$ cat config.mk
export PLATFORM = sky130hd
export DESIGN_NAME = battery_power_sequencer
export DESIGN_NICKNAME = d
export VERILOG_FILES = /design/src/rtl/bps_pkg.sv /design/src/rtl/bps_cfg.sv /design/src/rtl/bps_in_reg.sv /design/src/rtl/bps_core.sv /design/src/rtl/bps_out_reg.sv /design/src/rtl/battery_power_sequencer.sv
export SDC_FILE = /design/constraint.sdc
export NUM_CORES = 1
export LEC_CHECK = 0
export BUFFER_PORTS_ARGS = -buffer_cell sky130_fd_sc_hd__clkbuf_2
export CAP_MARGIN = 15
export CORE_UTILIZATION = 64
export CTS_CLUSTER_DIAMETER = 50
export DETAILED_ROUTE_END_ITERATION = 10
export PLACE_DENSITY = 0.94
export SKIP_CTS_REPAIR_TIMING = 1
export SLEW_MARGIN = 20
export SYNTH_ARGS = -nofsm -noshare
export SYNTH_HDL_FRONTEND = slang
export SYNTH_HIERARCHICAL = 1
export SYNTH_SLANG_ARGS = --single-unit
$ cat constraint.sdc
create_clock -name clk -period 17.3 [get_ports clk]
set_input_delay 1.73 -clock clk [delete_from_list [all_inputs] [get_ports clk]]
set_output_delay 1.73 -clock clk [all_outputs]
set_load 0.05 [all_outputs]
$ cat src/rtl/bps_pkg.sv
// ----------------------------------------------------------------------------
// bps_pkg
// Shared types, widths and constants for the battery power sequencer.
// ----------------------------------------------------------------------------
package bps_pkg;

  // field widths
  localparam int MV_W   = 15;
  localparam int STAY_W = 16;
  localparam int LVL_W  = 10;
  localparam int CNT_W  = 16;
  localparam int UP_W   = 32;
  localparam int KIND_W = 2;
  localparam int SEL_W  = 2;

  // stream widths
  localparam int IN_DATA_W  = 48;
  localparam int IN_USER_W  = 4;
  localparam int OUT_DATA_W = 120;

  // configuration port
  localparam int CFG_ADDR_W = 5;
  localparam int CFG_DATA_W = 32;

  // reset values
  localparam logic [CNT_W-1:0]  INIT_PU_DELAY      = 16'd5;
  localparam logic [CNT_W-1:0]  RST_SD_RELOAD      = 16'd60;
  localparam logic [CNT_W-1:0]  RST_PU_RELOAD      = 16'd60;
  localparam logic [CNT_W-1:0]  RST_FORCED_DELAY   = 16'd60;
  localparam logic [STAY_W-1:0] RST_STAY_ON_MV     = 16'd34463;
  localparam logic [MV_W-1:0]   RST_OFF_THRESH_MV  = 15'd11000;
  localparam logic [MV_W-1:0]   RST_ON_THRESH_MV   = 15'd12500;
  localparam logic [LVL_W-1:0]  RST_SW_OFF_BELOW   = 10'd300;
  localparam logic [LVL_W-1:0]  RST_SW_FORCED_BELOW = 10'd700;

  // event kinds
  typedef enum logic [KIND_W-1:0] {
    KIND_TICK    = 2'd0,
    KIND_MEASURE = 2'd1,
    KIND_WRITE   = 2'd2
  } kind_t;

  // host write targets
  typedef enum logic [SEL_W-1:0] {
    SEL_SHUTDOWN = 2'd0,
    SEL_POWERUP  = 2'd1,
    SEL_REBOOT   = 2'd2,
    SEL_WATCHDOG = 2'd3
  } sel_t;

  // switch modes
  typedef enum logic [1:0] {
    MODE_OFF    = 2'd0,
    MODE_FORCED = 2'd1,
    MODE_AUTO   = 2'd2
  } mode_t;

  // register indexes
  typedef enum logic [2:0] {
    REG_SD_RELOAD     = 3'd0,
    REG_PU_RELOAD     = 3'd1,
    REG_FORCED_DELAY  = 3'd2,
    REG_STAY_ON_MV    = 3'd3,
    REG_OFF_THRESH_MV = 3'd4,
    REG_ON_THRESH_MV  = 3'd5,
    REG_SW_OFF_BELOW  = 3'd6,
    REG_SW_FORCED_BELOW = 3'd7
  } reg_idx_t;

  // configuration set
  typedef struct packed {
    logic [CNT_W-1:0]  shutdown_reload;
    logic [CNT_W-1:0]  powerup_reload;
    logic [CNT_W-1:0]  forced_on_shutdown_delay;
    logic [STAY_W-1:0] stay_on_mv;
    logic [MV_W-1:0]   off_threshold_mv;
    logic [MV_W-1:0]   on_threshold_mv;
    logic [LVL_W-1:0]  switch_off_below;
    logic [LVL_W-1:0]  switch_forced_below;
  } cfg_t;

  // one input item
  typedef struct packed {
    kind_t             kind;
    logic [MV_W-1:0]   battery_mv;
    logic [LVL_W-1:0]  switch_level;
    sel_t              counter_select;
    logic [CNT_W-1:0]  write_value;
  } item_t;

  // sequencer state, also the result snapshot
  typedef struct packed {
    logic              power_on;
    mode_t             switch_mode;
    logic [MV_W-1:0]   filtered_mv;
    logic [CNT_W-1:0]  shutdown_left;
    logic [CNT_W-1:0]  powerup_left;
    logic [CNT_W-1:0]  reboot_left;
    logic [CNT_W-1:0]  watchdog_left;
    logic              shutdown_wanted;
    logic              powerup_wanted;
    logic              reset_wanted;
    logic [UP_W-1:0]   uptime_ticks;
  } state_t;

endpackage

$ cat src/rtl/bps_cfg.sv
// ----------------------------------------------------------------------------
// bps_cfg
// APB register file holding the thresholds and reload values.
// ----------------------------------------------------------------------------
module bps_cfg (
  input  logic                            clk,
  input  logic                            rst_n,
  input  logic                            cfg_psel,
  input  logic                            cfg_penable,
  input  logic                            cfg_pwrite,
  input  logic [bps_pkg::CFG_ADDR_W-1:0]  cfg_paddr,
  input  logic [bps_pkg::CFG_DATA_W-1:0]  cfg_pwdata,
  output logic [bps_pkg::CFG_DATA_W-1:0]  cfg_prdata,
  output logic                            cfg_pready,
  output bps_pkg::cfg_t                   cfg
);

  bps_pkg::cfg_t     cfg_r;
  bps_pkg::reg_idx_t idx;
  logic              wr_en;

  assign cfg_pready = 1'b1;
  assign idx        = bps_pkg::reg_idx_t'(cfg_paddr[bps_pkg::CFG_ADDR_W-1:2]);
  assign wr_en      = cfg_psel & cfg_penable & cfg_pwrite & cfg_pready;
  assign cfg        = cfg_r;

  // register writes
  always_ff @(posedge clk) begin
    if (!rst_n) begin
      cfg_r.shutdown_reload          <= bps_pkg::RST_SD_RELOAD;
      cfg_r.powerup_reload           <= bps_pkg::RST_PU_RELOAD;
      cfg_r.forced_on_shutdown_delay <= bps_pkg::RST_FORCED_DELAY;
      cfg_r.stay_on_mv               <= bps_pkg::RST_STAY_ON_MV;
      cfg_r.off_threshold_mv         <= bps_pkg::RST_OFF_THRESH_MV;
      cfg_r.on_threshold_mv          <= bps_pkg::RST_ON_THRESH_MV;
      cfg_r.switch_off_below         <= bps_pkg::RST_SW_OFF_BELOW;
      cfg_r.switch_forced_below      <= bps_pkg::RST_SW_FORCED_BELOW;
    end else if (wr_en) begin
      case (idx)
        bps_pkg::REG_SD_RELOAD:
          cfg_r.shutdown_reload <= cfg_pwdata[bps_pkg::CNT_W-1:0];
        bps_pkg::REG_PU_RELOAD:
          cfg_r.powerup_reload <= cfg_pwdata[bps_pkg::CNT_W-1:0];
        bps_pkg::REG_FORCED_DELAY:
          cfg_r.forced_on_shutdown_delay <= cfg_pwdata[bps_pkg::CNT_W-1:0];
        bps_pkg::REG_STAY_ON_MV:
          cfg_r.stay_on_mv <= cfg_pwdata[bps_pkg::STAY_W-1:0];
        bps_pkg::REG_OFF_THRESH_MV:
          cfg_r.off_threshold_mv <= cfg_pwdata[bps_pkg::MV_W-1:0];
        bps_pkg::REG_ON_THRESH_MV:
          cfg_r.on_threshold_mv <= cfg_pwdata[bps_pkg::MV_W-1:0];
        bps_pkg::REG_SW_OFF_BELOW:
          cfg_r.switch_off_below <= cfg_pwdata[bps_pkg::LVL_W-1:0];
        bps_pkg::REG_SW_FORCED_BELOW:
          cfg_r.switch_forced_below <= cfg_pwdata[bps_pkg::LVL_W-1:0];
        default: ;
      endcase
    end
  end

  // read back, zero extended
  always_comb begin
    case (idx)
      bps_pkg::REG_SD_RELOAD:       cfg_prdata = 32'(cfg_r.shutdown_reload);
      bps_pkg::REG_PU_RELOAD:       cfg_prdata = 32'(cfg_r.powerup_reload);
      bps_pkg::REG_FORCED_DELAY:    cfg_prdata = 32'(cfg_r.forced_on_shutdown_delay);
      bps_pkg::REG_STAY_ON_MV:      cfg_prdata = 32'(cfg_r.stay_on_mv);
      bps_pkg::REG_OFF_THRESH_MV:   cfg_prdata = 32'(cfg_r.off_threshold_mv);
      bps_pkg::REG_ON_THRESH_MV:    cfg_prdata = 32'(cfg_r.on_threshold_mv);
      bps_pkg::REG_SW_OFF_BELOW:    cfg_prdata = 32'(cfg_r.switch_off_below);
      bps_pkg::REG_SW_FORCED_BELOW: cfg_prdata = 32'(cfg_r.switch_forced_below);
      default:                      cfg_prdata = '0;
    endcase
  end

endmodule

$ cat src/rtl/bps_in_reg.sv
// ----------------------------------------------------------------------------
// bps_in_reg
// Input stage: unpacks the stream item and holds it until the core takes it.
// ----------------------------------------------------------------------------
module bps_in_reg (
  input  logic                           clk,
  input  logic                           rst_n,
  input  logic                           in_tvalid,
  output logic                           in_tready,
  input  logic [bps_pkg::IN_DATA_W-1:0]  in_tdata,
  input  logic [bps_pkg::IN_USER_W-1:0]  in_tuser,
  input  logic                           take,
  output logic                           item_valid,
  output bps_pkg::item_t                 item
);

  logic           valid_r;
  logic           valid_nxt;
  bps_pkg::item_t item_r;
  bps_pkg::item_t item_nxt;
  logic           load;

  // stage frees up when empty or when the core takes the item
  assign in_tready  = !valid_r || take;
  assign load       = in_tvalid && in_tready;
  assign item_valid = valid_r;
  assign item       = item_r;

  // unpack: tdata = battery_mv, switch_level, write_value; tuser = kind, select
  always_comb begin
    item_nxt.kind           = bps_pkg::kind_t'(in_tuser[1:0]);
    item_nxt.counter_select = bps_pkg::sel_t'(in_tuser[3:2]);
    item_nxt.battery_mv     = in_tdata[14:0];
    item_nxt.switch_level   = in_tdata[24:15];
    item_nxt.write_value    = in_tdata[40:25];
  end

  always_comb begin
    valid_nxt = load || (valid_r && !take);
  end

  // valid flag
  always_ff @(posedge clk) begin
    if (!rst_n) begin
      valid_r <= 1'b0;
    end else begin
      valid_r <= valid_nxt;
    end
  end

  // payload
  always_ff @(posedge clk) begin
    if (load) begin
      item_r <= item_nxt;
    end
  end

endmodule

$ cat src/rtl/bps_core.sv
// ----------------------------------------------------------------------------
// bps_core
// Sequencer state and its combinational update, registered on fire, for one
// tick, measurement or host counter write.
// ----------------------------------------------------------------------------
module bps_core #(
  parameter logic [bps_pkg::CNT_W-1:0] INITIAL_POWERUP_DELAY = bps_pkg::INIT_PU_DELAY
) (
  input  logic            clk,
  input  logic            rst_n,
  input  logic            fire,
  input  bps_pkg::item_t  item,
  input  bps_pkg::cfg_t   cfg,
  output bps_pkg::state_t state_next
);

  bps_pkg::state_t     state_r;
  bps_pkg::state_t     state_nxt;
  logic [18:0]         filt_acc;
  logic [bps_pkg::MV_W-1:0] filt_new;

  // (15*old + new)/16 as (old<<4) - old + new, then drop four bits
  assign filt_acc = {state_r.filtered_mv, 4'b0000} - {4'b0000, state_r.filtered_mv}
                  + {4'b0000, item.battery_mv};
  assign filt_new = filt_acc[18:4];

  always_comb begin
    state_nxt = state_r;
    case (item.kind)
      // one-second tick
      bps_pkg::KIND_TICK: begin
        if (state_r.power_on && state_r.shutdown_left != '0) begin
          if ({1'b0, state_r.filtered_mv} < cfg.stay_on_mv) begin
            state_nxt.shutdown_left = state_r.shutdown_left - 1'b1;
          end
          if (state_nxt.shutdown_left == '0) begin
            state_nxt.shutdown_wanted = 1'b1;
          end
        end
        if (state_r.reboot_left != '0) begin
          state_nxt.reboot_left = state_r.reboot_left - 1'b1;
          if (state_nxt.reboot_left == '0) begin
            state_nxt.reset_wanted = 1'b1;
          end
        end
        if (state_r.watchdog_left != '0) begin
          state_nxt.watchdog_left = state_r.watchdog_left - 1'b1;
          if (state_nxt.watchdog_left == '0) begin
            state_nxt.reset_wanted = 1'b1;
          end
        end
        if (!state_r.power_on && state_r.powerup_left != '0) begin
          state_nxt.powerup_left = state_r.powerup_left - 1'b1;
          if (state_nxt.powerup_left == '0) begin
            state_nxt.powerup_wanted = 1'b1;
          end
        end
        state_nxt.uptime_ticks = state_r.uptime_ticks + 1'b1;
      end
      // measurement: filter, classify switch, hysteresis
      bps_pkg::KIND_MEASURE: begin
        state_nxt.filtered_mv = filt_new;
        if (item.switch_level < cfg.switch_off_below) begin
          state_nxt.switch_mode    = bps_pkg::MODE_OFF;
          state_nxt.power_on       = 1'b0;
          state_nxt.powerup_wanted = 1'b1;
        end else if (item.switch_level < cfg.switch_forced_below) begin
          state_nxt.switch_mode    = bps_pkg::MODE_FORCED;
          state_nxt.power_on       = 1'b1;
          state_nxt.powerup_wanted = 1'b1;
          state_nxt.shutdown_left  = cfg.forced_on_shutdown_delay;
        end else begin
          state_nxt.switch_mode = bps_pkg::MODE_AUTO;
          if (state_r.power_on) begin
            // low voltage or pending shutdown switches off
            if (filt_new < cfg.off_threshold_mv || state_r.shutdown_wanted) begin
              state_nxt.shutdown_wanted = 1'b0;
              state_nxt.powerup_wanted  = 1'b0;
              state_nxt.powerup_left    = cfg.powerup_reload;
              state_nxt.power_on        = 1'b0;
            end
          end else if (state_r.powerup_wanted && filt_new >= cfg.on_threshold_mv) begin
            state_nxt.powerup_wanted  = 1'b0;
            state_nxt.shutdown_wanted = 1'b0;
            state_nxt.shutdown_left   = cfg.shutdown_reload;
            state_nxt.power_on        = 1'b1;
          end
        end
      end
      // host counter write
      bps_pkg::KIND_WRITE: begin
        case (item.counter_select)
          bps_pkg::SEL_SHUTDOWN: state_nxt.shutdown_left = item.write_value;
          bps_pkg::SEL_POWERUP:  state_nxt.powerup_left  = item.write_value;
          bps_pkg::SEL_REBOOT:   state_nxt.reboot_left   = item.write_value;
          bps_pkg::SEL_WATCHDOG: state_nxt.watchdog_left = item.write_value;
          default: ;
        endcase
      end
      default: ;
    endcase
  end

  assign state_next = state_nxt;

  // state update per item
  always_ff @(posedge clk) begin
    if (!rst_n) begin
      state_r.power_on        <= 1'b0;
      state_r.switch_mode     <= bps_pkg::MODE_AUTO;
      state_r.filtered_mv     <= bps_pkg::RST_ON_THRESH_MV;
      state_r.shutdown_left   <= bps_pkg::RST_FORCED_DELAY;
      state_r.powerup_left    <= INITIAL_POWERUP_DELAY;
      state_r.reboot_left     <= '0;
      state_r.watchdog_left   <= '0;
      state_r.shutdown_wanted <= 1'b0;
      state_r.powerup_wanted  <= 1'b0;
      state_r.reset_wanted    <= 1'b0;
      state_r.uptime_ticks    <= '0;
    end else if (fire) begin
      state_r <= state_nxt;
    end
  end

endmodule

$ cat src/rtl/bps_out_reg.sv
// ----------------------------------------------------------------------------
// bps_out_reg
// Result register: packs the state snapshot onto the output stream.
// ----------------------------------------------------------------------------
module bps_out_reg (
  input  logic                            clk,
  input  logic                            rst_n,
  input  logic                            load,
  input  bps_pkg::state_t                 result,
  output logic                            free,
  output logic                            out_tvalid,
  input  logic                            out_tready,
  output logic [bps_pkg::OUT_DATA_W-1:0]  out_tdata
);

  logic                             valid_r;
  logic                             valid_nxt;
  logic [bps_pkg::OUT_DATA_W-1:0]   data_r;
  logic [bps_pkg::OUT_DATA_W-1:0]   data_nxt;

  // slot can take a new result when empty or being drained
  assign free       = !valid_r || out_tready;
  assign out_tvalid = valid_r;
  assign out_tdata  = data_r;

  // pack from bit 0: power_on, switch_mode, filtered_mv, four counters,
  // shutdown/powerup/reset wanted, uptime, zero pad
  always_comb begin
    data_nxt = {3'b000,
                result.uptime_ticks,
                result.reset_wanted,
                result.powerup_wanted,
                result.shutdown_wanted,
                result.watchdog_left,
                result.reboot_left,
                result.powerup_left,
                result.shutdown_left,
                result.filtered_mv,
                result.switch_mode,
                result.power_on};
    valid_nxt = load || (valid_r && !out_tready);
  end

  // valid flag
  always_ff @(posedge clk) begin
    if (!rst_n) begin
      valid_r <= 1'b0;
    end else begin
      valid_r <= valid_nxt;
    end
  end

  // payload
  always_ff @(posedge clk) begin
    if (load) begin
      data_r <= data_nxt;
    end
  end

endmodule

$ cat src/rtl/battery_power_sequencer.sv
// ----------------------------------------------------------------------------
// battery_power_sequencer
// Path from input accept to result valid: input register, then state update
// into result register. Throughput: one item per cycle while the result
// register is free to take it (stalls when out_tready holds a full slot).
// Reset (rst_n low, synchronous): state and configuration registers take their reset
// values, both stages empty.
// ----------------------------------------------------------------------------
module battery_power_sequencer #(
  parameter logic [bps_pkg::CNT_W-1:0] INITIAL_POWERUP_DELAY = bps_pkg::INIT_PU_DELAY
) (
  input  logic                            clk,
  input  logic                            rst_n,
  // input stream
  input  logic                            in_tvalid,
  output logic                            in_tready,
  // battery_mv[14:0], switch_level[24:15], write_value[40:25], zero pad
  input  logic [bps_pkg::IN_DATA_W-1:0]   in_tdata,
  // kind[1:0], counter_select[3:2]
  input  logic [bps_pkg::IN_USER_W-1:0]   in_tuser,
  // result stream
  output logic                            out_tvalid,
  input  logic                            out_tready,
  // power_on[0], switch_mode[2:1], filtered_mv[17:3], shutdown_left[33:18],
  // powerup_left[49:34], reboot_left[65:50], watchdog_left[81:66],
  // shutdown_wanted[82], powerup_wanted[83], reset_wanted[84],
  // uptime_ticks[116:85], zero pad
  output logic [bps_pkg::OUT_DATA_W-1:0]  out_tdata,
  // configuration port
  input  logic                            cfg_psel,
  input  logic                            cfg_penable,
  input  logic                            cfg_pwrite,
  input  logic [bps_pkg::CFG_ADDR_W-1:0]  cfg_paddr,
  input  logic [bps_pkg::CFG_DATA_W-1:0]  cfg_pwdata,
  output logic [bps_pkg::CFG_DATA_W-1:0]  cfg_prdata,
  output logic                            cfg_pready
);

  bps_pkg::cfg_t   cfg;
  bps_pkg::item_t  item;
  bps_pkg::state_t state_next;
  logic            item_valid;
  logic            out_free;
  logic            fire;

  // core consumes the held item when the result slot is free
  assign fire = item_valid && out_free;

  bps_cfg u_cfg (
    .clk         (clk),
    .rst_n       (rst_n),
    .cfg_psel    (cfg_psel),
    .cfg_penable (cfg_penable),
    .cfg_pwrite  (cfg_pwrite),
    .cfg_paddr   (cfg_paddr),
    .cfg_pwdata  (cfg_pwdata),
    .cfg_prdata  (cfg_prdata),
    .cfg_pready  (cfg_pready),
    .cfg         (cfg)
  );

  bps_in_reg u_in_reg (
    .clk        (clk),
    .rst_n      (rst_n),
    .in_tvalid  (in_tvalid),
    .in_tready  (in_tready),
    .in_tdata   (in_tdata),
    .in_tuser   (in_tuser),
    .take       (fire),
    .item_valid (item_valid),
    .item       (item)
  );

  bps_core #(
    .INITIAL_POWERUP_DELAY (INITIAL_POWERUP_DELAY)
  ) u_core (
    .clk        (clk),
    .rst_n      (rst_n),
    .fire       (fire),
    .item       (item),
    .cfg        (cfg),
    .state_next (state_next)
  );

  bps_out_reg u_out_reg (
    .clk        (clk),
    .rst_n      (rst_n),
    .load       (fire),
    .result     (state_next),
    .free       (out_free),
    .out_tvalid (out_tvalid),
    .out_tready (out_tready),
    .out_tdata  (out_tdata)
  );

endmodule
# After elaboration in Yosys (flattened, before gate mapping)
# Index checks and enable logic that the tools add are counted.
[op_classes]
n_addsub = 7
order_cmp = 5
n_eq_ne = 12
n_mux = 44
bitwise_logic = 2
n_reduce_logical = 36
[ops]
columns = ["op", "n"]
rows = [
  ["$mux 16", 17],
  ["$pmux 32 s8", 1],
  ["$pmux 32 s3", 1],
  ["$logic_not 16->1", 4],
  ["$pmux 32 s2", 1],
  ["$reduce_bool 16->1", 4],
  ["$sub 16x1->16 const B", 4],
  ["$mux 33", 1],
  ["$add 32x1->32 const B", 1],
  ["$mux 32", 1],
  ["$lt 10x10->1", 2],
  ["$add 19x15->19", 1],
  ["$sub 19x15->19", 1],
  ["$mux 18", 1],
  ["$lt 15x16->1", 1],
  ["$reduce_and 2->1", 8],
  ["$ge 15x15->1", 1],
  ["$lt 15x15->1", 1],
  ["$mux 1", 15],
  ["$eq 3x3->1 const B", 4],
  ["$logic_and 1x1->1", 7],
  ["$eq 2x2->1 const B", 3],
  ["$eq 3x2->1 const B", 2],
  ["$mux 2", 3],
  ["other kinds (9)", 21],
]
[word_totals]
regBits = 395
in_bits = 96
out_inout_bits = 155
elab_cells = 133

# Depth between registers and ports, before layout
# Gate-level depths: netlist of the first run.
[depth]
depth_word = 9
mapped_depth = 26
depth_no_buf = 25

# Modules after synthesis
# Netlist of the first run, hierarchy kept.
[by_module_without_submodules]
columns = ["module", "instances", "cells_per_inst", "area_each_um2", "seq_area_each_um2"]
rows = [
  ["bps_core", 1, 1691, 11900.2, 2342.2],
  ["bps_cfg", 1, 671, 5411.4, 2282.2],
  ["bps_out_reg", 1, 125, 3588.4, 3533.4],
  ["bps_in_reg", 1, 50, 1408.9, 1371.3],
  ["battery_power_sequencer", 1, 1, 6.3, 0.0],
]

# Worst setup path after synthesis of the first run
# No wires, ideal clock.
[synth_path]
path_kind = "input-to-output"
start = "input port out_tready"
end = "output port in_tready"
arrival_ns = 5.302
required_time_ns = 15.570
slack_ns = 10.268
stages = 3
n_path_buf = 0
path_cell_list = "nand2b_4 -> and2_1 -> nand2b_4"
[synth_between]
elab_chain_cells = 3
[synth_rtl]
columns = ["element", "line_no", "rtl"]
rows = [
  ["start: declaration", "battery_power_sequencer.sv:23", "input logic out_tready,"],
  ["$logic_or 1x1->1", "bps_out_reg.sv:22", "assign free = !valid_r || out_tready;"],
  ["$logic_and 1x1->1", "battery_power_sequencer.sv:47", "assign fire = item_valid && out_free;"],
  ["named net fire", "battery_power_sequencer.sv:44", "logic fire;"],
  ["$logic_or 1x1->1", "bps_in_reg.sv:24", "assign in_tready = !valid_r || take;"],
  ["end: declaration", "battery_power_sequencer.sv:16", "output logic in_tready,"],
]
# The timed path passes the listed nets, and every way through them passes these cells.

# Worst setup path after layout of the first run
[layout_path]
start = "register u_core/state_r[102] (netlist name)"
end = "register u_core/state_r[75] (netlist name)"
[layout_between]
elab_chain_cells = 9
[layout_rtl]
columns = ["element", "line_no", "rtl"]
rows = [
  ["start: declaration", "bps_core.sv:17", "bps_pkg::state_t state_r;"],
  ["start signal: assignment", "bps_core.sv:121", "state_r <= state_nxt;"],
  ["$sub 19x15->19", "bps_core.sv:23", "assign filt_acc = {state_r.filtered_mv, 4'b0000} - {4'b0000, state_r.filtered_mv}"],
  ["$add 19x15->19", "bps_core.sv:24", "+ {4'b0000, item.battery_mv};"],
  ["$lt 15x15->1", "bps_core.sv:76", "if (filt_new < cfg.off_threshold_mv || state_r.shutdown_wanted) begin"],
  ["$logic_or 1x1->1", "bps_core.sv:76", ""],
  ["$mux 16", "bps_core.sv:76", ""],
  ["$mux 16", "bps_core.sv:74", "if (state_r.power_on) begin"],
  ["$mux 16", "bps_core.sv:67", "end else if (item.switch_level < cfg.switch_forced_below) begin"],
  ["$mux 32", "bps_core.sv:63", "if (item.switch_level < cfg.switch_off_below) begin"],
  ["$pmux 32 s3", "bps_core.sv:29", "case (item.kind)"],
]
# No other way between the ends.
# A chain may end at the register's enable or synchronous reset.

==> results of run 1 <==
==> critical path, delay by kind of cell, from the launching register on <==
| kind | cells | cell delay [ns] |
|---|---|---|
| DFF | 1 | 0.38 |
| and+or+nand+nor | 2 | 0.92 |
| xor gates and xnor gates | 2 | 0.54 |
| AOI/OAI and AO/OA | 14 | 4.11 |
| adders and majority gates | 3 | 1.17 |
| buffers and inverters | 3 | 0.24 |
==> metal layers <==
metal	routed length [um]	vias up
li1	-	9155
met1	24800	9539
met2	31000	1392
met3	7090	322
met4	4760	4
met5	27	-
==> cells by family after synthesis <==
family,after synthesis,share of synthesized area (%)
buf+inv,335,6.52
simple gates,909,18.8
mux,59,2.85
compound gates,648,19.6
flops,395,42.7
xor+xnor,89,3.49
other cells,3,0.0505
fa+ha+maj,100,5.98
==> registers in the layout, summed over array words and instances, names as in the netlist <==
name / cells
u_in_reg/item_valid: 1
u_out_reg/out_tdata: 117
u_out_reg/out_tvalid: 1
u_in_reg/item: 45
u_core/state_r: 117
u_cfg/cfg: 114
==> worst max path at each step <==
stage                                startpoint                           endpoint  slack, ns  depth (start not counted)
6_report       u_core/state_r[102]$_SDFFE_PN0P_    u_core/state_r[75]$_SDFFE_PN0P_       9.78                         24
5_1_grt        u_core/state_r[102]$_SDFFE_PN0P_    u_core/state_r[68]$_SDFFE_PN0P_       9.38                         24
4_1_cts        u_core/state_r[102]$_SDFFE_PN0P_    u_core/state_r[75]$_SDFFE_PN0P_       9.97                         24
3_5_place_dp   u_core/state_r[102]$_SDFFE_PN0P_  u_out_reg/out_tdata[48]$_DFFE_PP_      10.25                         22
3_3_place_gp   u_core/state_r[102]$_SDFFE_PN0P_  u_out_reg/out_tdata[43]$_DFFE_PP_      10.44                         23
2_1_floorplan                        out_tready                          in_tready      10.27                          3
==> cells in the mapped netlist (18+ instances only) <==
library cell	n
buf_2	31
nor4_1	20
nand3_1	72
edfxtp_1	162
nand2_1	396
clkbuf_1	108
o221ai_1	22
dfxtp_1	233
or3_1	21
buf_4	28
a211oi_1	18
ha_1	89
a221oi_1	24
nand2b_1	21
nand4_1	19
a21oi_1	151
nor3_1	43
inv_1	146
mux2i_1	50
xor2_1	53
o21ai_0	162
a21boi_0	58
o21a_1	22
xnor2_1	36
nor2_1	211
==> cell type report <==
class                      count  area (um^2)  share of cell area [%]
multi-input combinational   1825        11400                    46.1
clock buffer                  59         1270                    5.14
timing repair buffer         219         1150                    4.63
clock inverter                25          277                    1.12
inverter                     149          559                    2.26
sequential                   395         9530                    38.5
tap                          455          569                    2.30
==> stage by stage <==
step | setup slack (ns) | power, uW
CTS | 9.97 | 2610
global route | 9.38 | 2710
detailed placement | 10.25 | 1620
floorplan | 10.27 | 1480
global placement | 10.44 | 1600
finish | 9.78 | 2620
==> report_power, final <==
part           switching (uW)  internal, uW
Clock                     407           586
Combinational             393           173
Sequential               40.6          1020
==> run summary, run 1 <==
status: finished with violations
failing checks: design-rule violations
fin. max-slew vios: 0
PD cells: 106 nW/um^2
R2R Path Start: u_core/state_r[102]$_SDFFE_PN0P_
gr usage total: 37.2%
worst hold start: u_cfg/cfg[47]$_SDFFE_PN0P_
largest net degree at the start of global routing: 167
clk_lat worst skew: 0.59 ns
Die Width: 189 um
slowest stage delay, CP: 0.83 ns
Min Hold Slack: 0.480 ns
Antenna Cells: 0
headroom to the max-slew limit: 18.7%
GRT Max-Usage Layer: met2
WL/cell: 21.7 um
synth warn: 6
period utilization: 43.5%
H-tree depth: 2
final non-filler cell area: 24800 um^2
Port Buf Inserts: 205
Worst Setup Start Kind: flop
fill count: 2564
Peak Freq: 133 MHz
top cell type's share of synthesized area: 21.8%
Core Rows: 68
number of global-route vias before repair: 19.4k
Layout area overhead: 11.0%
ratio of cells with drive above 1 in the final layout: 13.8%
Post-Route WL: 67.7 mm
die height: 189 um
sum of negative setup slack: 0 ns
cell count after synthesis: 2538
max cap viols: 0
Post-Syn Area: 22300 um^2
flop and latch count out of synthesis: 395
Post-synth EDFFs: 162
Syn Area/Cell: 8.79 um^2
worst-margin pin slew: 1.22 ns
Via density: 6.53
WHS Endpoint: u_cfg/cfg[47]$_SDFFE_PN0P_
CTS tree: built
top post-synthesis cells by area: edfxtp_1 22%, dfxtp_1 21%, nand2_1 6.7%, ha_1 5.0%, o21ai_0 3.6%
fraction of registers with async set/reset: 0%
post-layout util: 71.9%
prevailing post-synth register cell: dfxtp_1
die area: 35600 um^2
first-pass GRT wire length: 104 mm
1st-iter DRT viols: 2770
most frequent cells in the layout: 396 x nand2_1, 233 x dfxtp_1, 208 x nor2_1, 204 x clkbuf_2
Non-Filler Instances: 3127
Final Wtd Congestion: 0.999
hold crit path type: reg -> reg
Clock Tree Buf Depth: 3
CP Cell Sequence: inv_1, fa_1, inv_1, ha_1, a21o_1, a21o_1, a21oi_1, a21boi_1, a311o_1, a41o_1, o41ai_1, xnor2_1, xor2_1, ha_1, a21oi_1, inv_1, a2111oi_0, o2111a_1, o41ai_1, or3b_2, o21ai_0, nand2_1, o21ai_0, a21oi_1
final hold vios: 0
Crit. End Element: flop
grt total ovfl: 0
reg2reg setup slack: 9.78 ns
core box area: 34500 um^2
post-synth top area cell: edfxtp_1
Reg2Reg Depth: 24
CP Max Fanout: 32
via count: 20.4k
Worst VDD drop: 80.2 uV
Hold Path Stages: 2
CTS Root Cell: clkbuf_16
Setup violations, final: 0
# clock sinks: 395
drt pass-1 iters: 10
commonest non-fill, non-tap cell in the layout: nand2_1
initial antenna violation count: 2
initial core utilization: 64.8%
Netlist cell types: 114
met3 usage: 6.95%
Placed Area: 23200 um^2
Crit path arrival time: 7.97 ns
I/O pins: 251
TritonCTS Buffers: 46
Final ANT Viol Nets: 0
hpwl dp: 46.1 mm
DRC violations left: 1
Worst-path clk slew: 0.06 ns
Layout Skew: 0.0286 ns
Tmin final: 7.52 ns
critical path class: reg -> reg
Net count, final: 2832
Lkg Pwr: 0.0101 uW
RR Endpoint: u_core/state_r[75]$_SDFFE_PN0P_
placed cell count: 3043
worst endpoint required time: 17.75 ns
critical-path cell with the highest stage delay: a2111oi_0
Global Route met2 Usage: 59.3%
met1 Usage GRT: 45.8%
RSZ-0062 raised after global routing: no
Seq/Total Area, Yosys: 42.7%
Note: power is estimated with default switching activity, not from simulation.
==> run 2: changes to the inputs <==
--- a/config.mk
+++ b/config.mk
@@ -7,10 +7,10 @@
 export LEC_CHECK = 0
 export BUFFER_PORTS_ARGS = -buffer_cell sky130_fd_sc_hd__clkbuf_2
 export CAP_MARGIN = 15
-export CORE_UTILIZATION = 64
+export CORE_UTILIZATION = 54
 export CTS_CLUSTER_DIAMETER = 50
 export DETAILED_ROUTE_END_ITERATION = 10
-export PLACE_DENSITY = 0.94
+export PLACE_DENSITY = 0.85
 export SKIP_CTS_REPAIR_TIMING = 1
 export SLEW_MARGIN = 20
 export SYNTH_ARGS = -nofsm -noshare
==> constraint.sdc (replaced) <==
create_clock -name clk -period 6.75 [get_ports clk]
set_input_delay 0.675 -clock clk [delete_from_list [all_inputs] [get_ports clk]]
set_output_delay 0.675 -clock clk [all_outputs]
set_load 0.05 [all_outputs]
==> run 2 against run 1 <==
  * The run now ends clean
  * Cell area rose by 0.93%
  * Worst setup slack lost 9.5 ns
  * Die area rose by 18%
  * Utilization down 11 points
  * Combinational power increased to 2.6 times the previous value
  * Largest power group unchanged
==> run summary, run 2 (synthesis gave the netlist of run 1 again) <==
status: finished, final reports clean
Post-Route WL: 68.4 mm
total power draw: 6820 uW
# clock sinks: 395
CP Depth: 24
Via density: 6.31
max cap viols: 0
Setup violations, final: 0
first-pass GRT wire length: 104 mm
Non-Filler Instances: 3212
Worst Setup Start Kind: flop
CTS Root Cell: clkbuf_16
Top Family by Delay on Critical Path: compound AO/OA/AOI/OAI gates
reg2reg setup slack: 0.24 ns
Crit path arrival time: 6.91 ns
worst endpoint required time: 7.15 ns
hold crit path type: in -> reg
CP Max Fanout: 16
hpwl dp: 46.7 mm
Core Rows: 74
via count: 20.3k
RR Endpoint: u_core/state_r[68]$_SDFFE_PN0P_
Port Buf Inserts: 205
die area: 42100 um^2
Worst-path clk slew: 0.06 ns
PD cells: 273 nW/um^2
Tmin final: 6.51 ns
headroom to the max-slew limit: 17.1%
grt total ovfl: 0
commonest non-fill, non-tap cell in the layout: nand2_1
post-layout util: 61.2%
H-tree depth: 2
Net count, final: 2838
gr usage total: 31.5%
RSZ-0062 raised after global routing: yes
R2R Path Start: u_core/state_r[102]$_SDFFE_PN0P_
Worst Setup SP: u_core/state_r[102]$_SDFFE_PN0P_
number of global-route vias before repair: 18.9k
Layout area overhead: 12.0%
Crit. End Element: flop
Lkg Pwr: 0.0102 uW
initial antenna violation count: 3
CP most frequent cell: inv_1
die height: 205 um
1st-iter DRT viols: 2402
critical path class: reg -> reg
Layout Skew: 0.0202 ns
fill count: 3370
fin. max-slew vios: 0
Final Wtd Congestion: 0.956
core box area: 40800 um^2
Worst VDD drop: 225 uV
I/O pins: 251
initial core utilization: 54.7%
Antenna Cells: 0
slowest stage delay, CP: 0.61 ns
Reg2Reg Depth: 24
final hold vios: 0
Min Hold Slack: 0.267 ns
last element of the critical path: u_core/state_r[68]$_SDFFE_PN0P_
CP Cell Sequence: inv_1, fa_1, inv_1, ha_1, a21o_1, a21o_1, a21oi_1, a21boi_1, a311o_1, a41o_1, o41ai_2, xnor2_2, xor2_1, ha_1, a21oi_1, inv_1, a2111oi_1, o2111a_1, o41ai_1, or3b_4, o21ai_0, nand2_1, o21ai_0, a221oi_1
drt pass-1 iters: 6
placed cell count: 3124
worst hold start: in_tdata[31]
clk_lat worst skew: 0.58 ns
Clock Tree Buf Depth: 3
period utilization: 96.5%
worst-margin pin slew: 1.24 ns
ratio of cells with drive above 1 in the final layout: 14.2%
largest net degree at the start of global routing: 86
Final ANT Viol Nets: 0
Die Width: 205 um
CP Buf/Inv Count: 3
most frequent cells in the layout: 396 x nand2_1, 233 x dfxtp_1, 207 x nor2_1, 204 x clkbuf_2, 162 x edfxtp_1
Peak Freq: 154 MHz
CTS tree: built
critical-path cell with the highest stage delay: or3b_4
TritonCTS Buffers: 47
DRC violations left: 0
WL/cell: 21.3 um
## run 2: worst reg2reg max path: cells and delay by family, from the launching register on
kind / cells / cell delay [ns]
AOI/OAI and AO/OA: 14 / 3.45
buffers and inverters: 3 / 0.22
and+or+nand+nor: 2 / 0.69
DFF: 1 / 0.35
adders and majority gates: 3 / 1.15
xor gates and xnor gates: 2 / 0.48
## run 2: worst min-delay path by stage
stage	slack, ns	end	cells past startpoint
after floorplan	0.44	u_core/state_r[32]$_SDFFE_PN0P_	2
after global placement	0.45	u_core/state_r[32]$_SDFFE_PN0P_	2
after detailed placement	0.46	u_core/state_r[32]$_SDFFE_PN0P_	2
after CTS	0.25	u_in_reg/item[21]$_DFFE_PP_	1
after global routing	0.26	u_in_reg/item[8]$_DFFE_PP_	1
final	0.27	u_in_reg/item[6]$_DFFE_PP_	1
## run 2: area by class of cell
class / count / area (um^2) / share of cell area, %
Clock buffer: 63 / 1370 / 5.48
Clock inverter: 24 / 263 / 1.05
Inverter: 149 / 559 / 2.24
Multi-Input combinational cell: 1826 / 11400 / 45.8
Sequential cell: 395 / 9530 / 38.1
Tap cell: 532 / 666 / 2.66
Timing Repair Buffer: 223 / 1160 / 4.66
## run 2: metal layers
layer	vias to the layer above	global-route usage (%)	routed length [um]
met1	9525	39.9	26400
li1	9175	-	-
met2	1283	50.1	30900
met4	6	18.8	4170
met5	-	0	34
met3	278	5.67	6930
## run 2: where the power goes
part	switching, uW	leakage, uW	total, uW	internal [uW]
Clock	1050	0.000798	2640	1590
Sequential	108	0.00343	2730	2620
Combinational	1000	0.00596	1450	445
Total	2160	0.0102	6820	4660
## run 2: stage by stage
| stage | setup slack (ns) | setup TNS [ns] | cell area (um^2) |
|---|---|---|---|
| 3_5_place_dp | 0.171 | 0 | 23300 |
| 4_1_cts | 0.108 | 0 | 25000 |
| 2_1_floorplan | 1.04 | 0 | 22400 |
| 3_3_place_gp | 0.456 | 0 | 23300 |
| 6_report | 0.238 | 0 | 25000 |
| 5_1_grt | -0.0573 | -0.138 | 25000 |
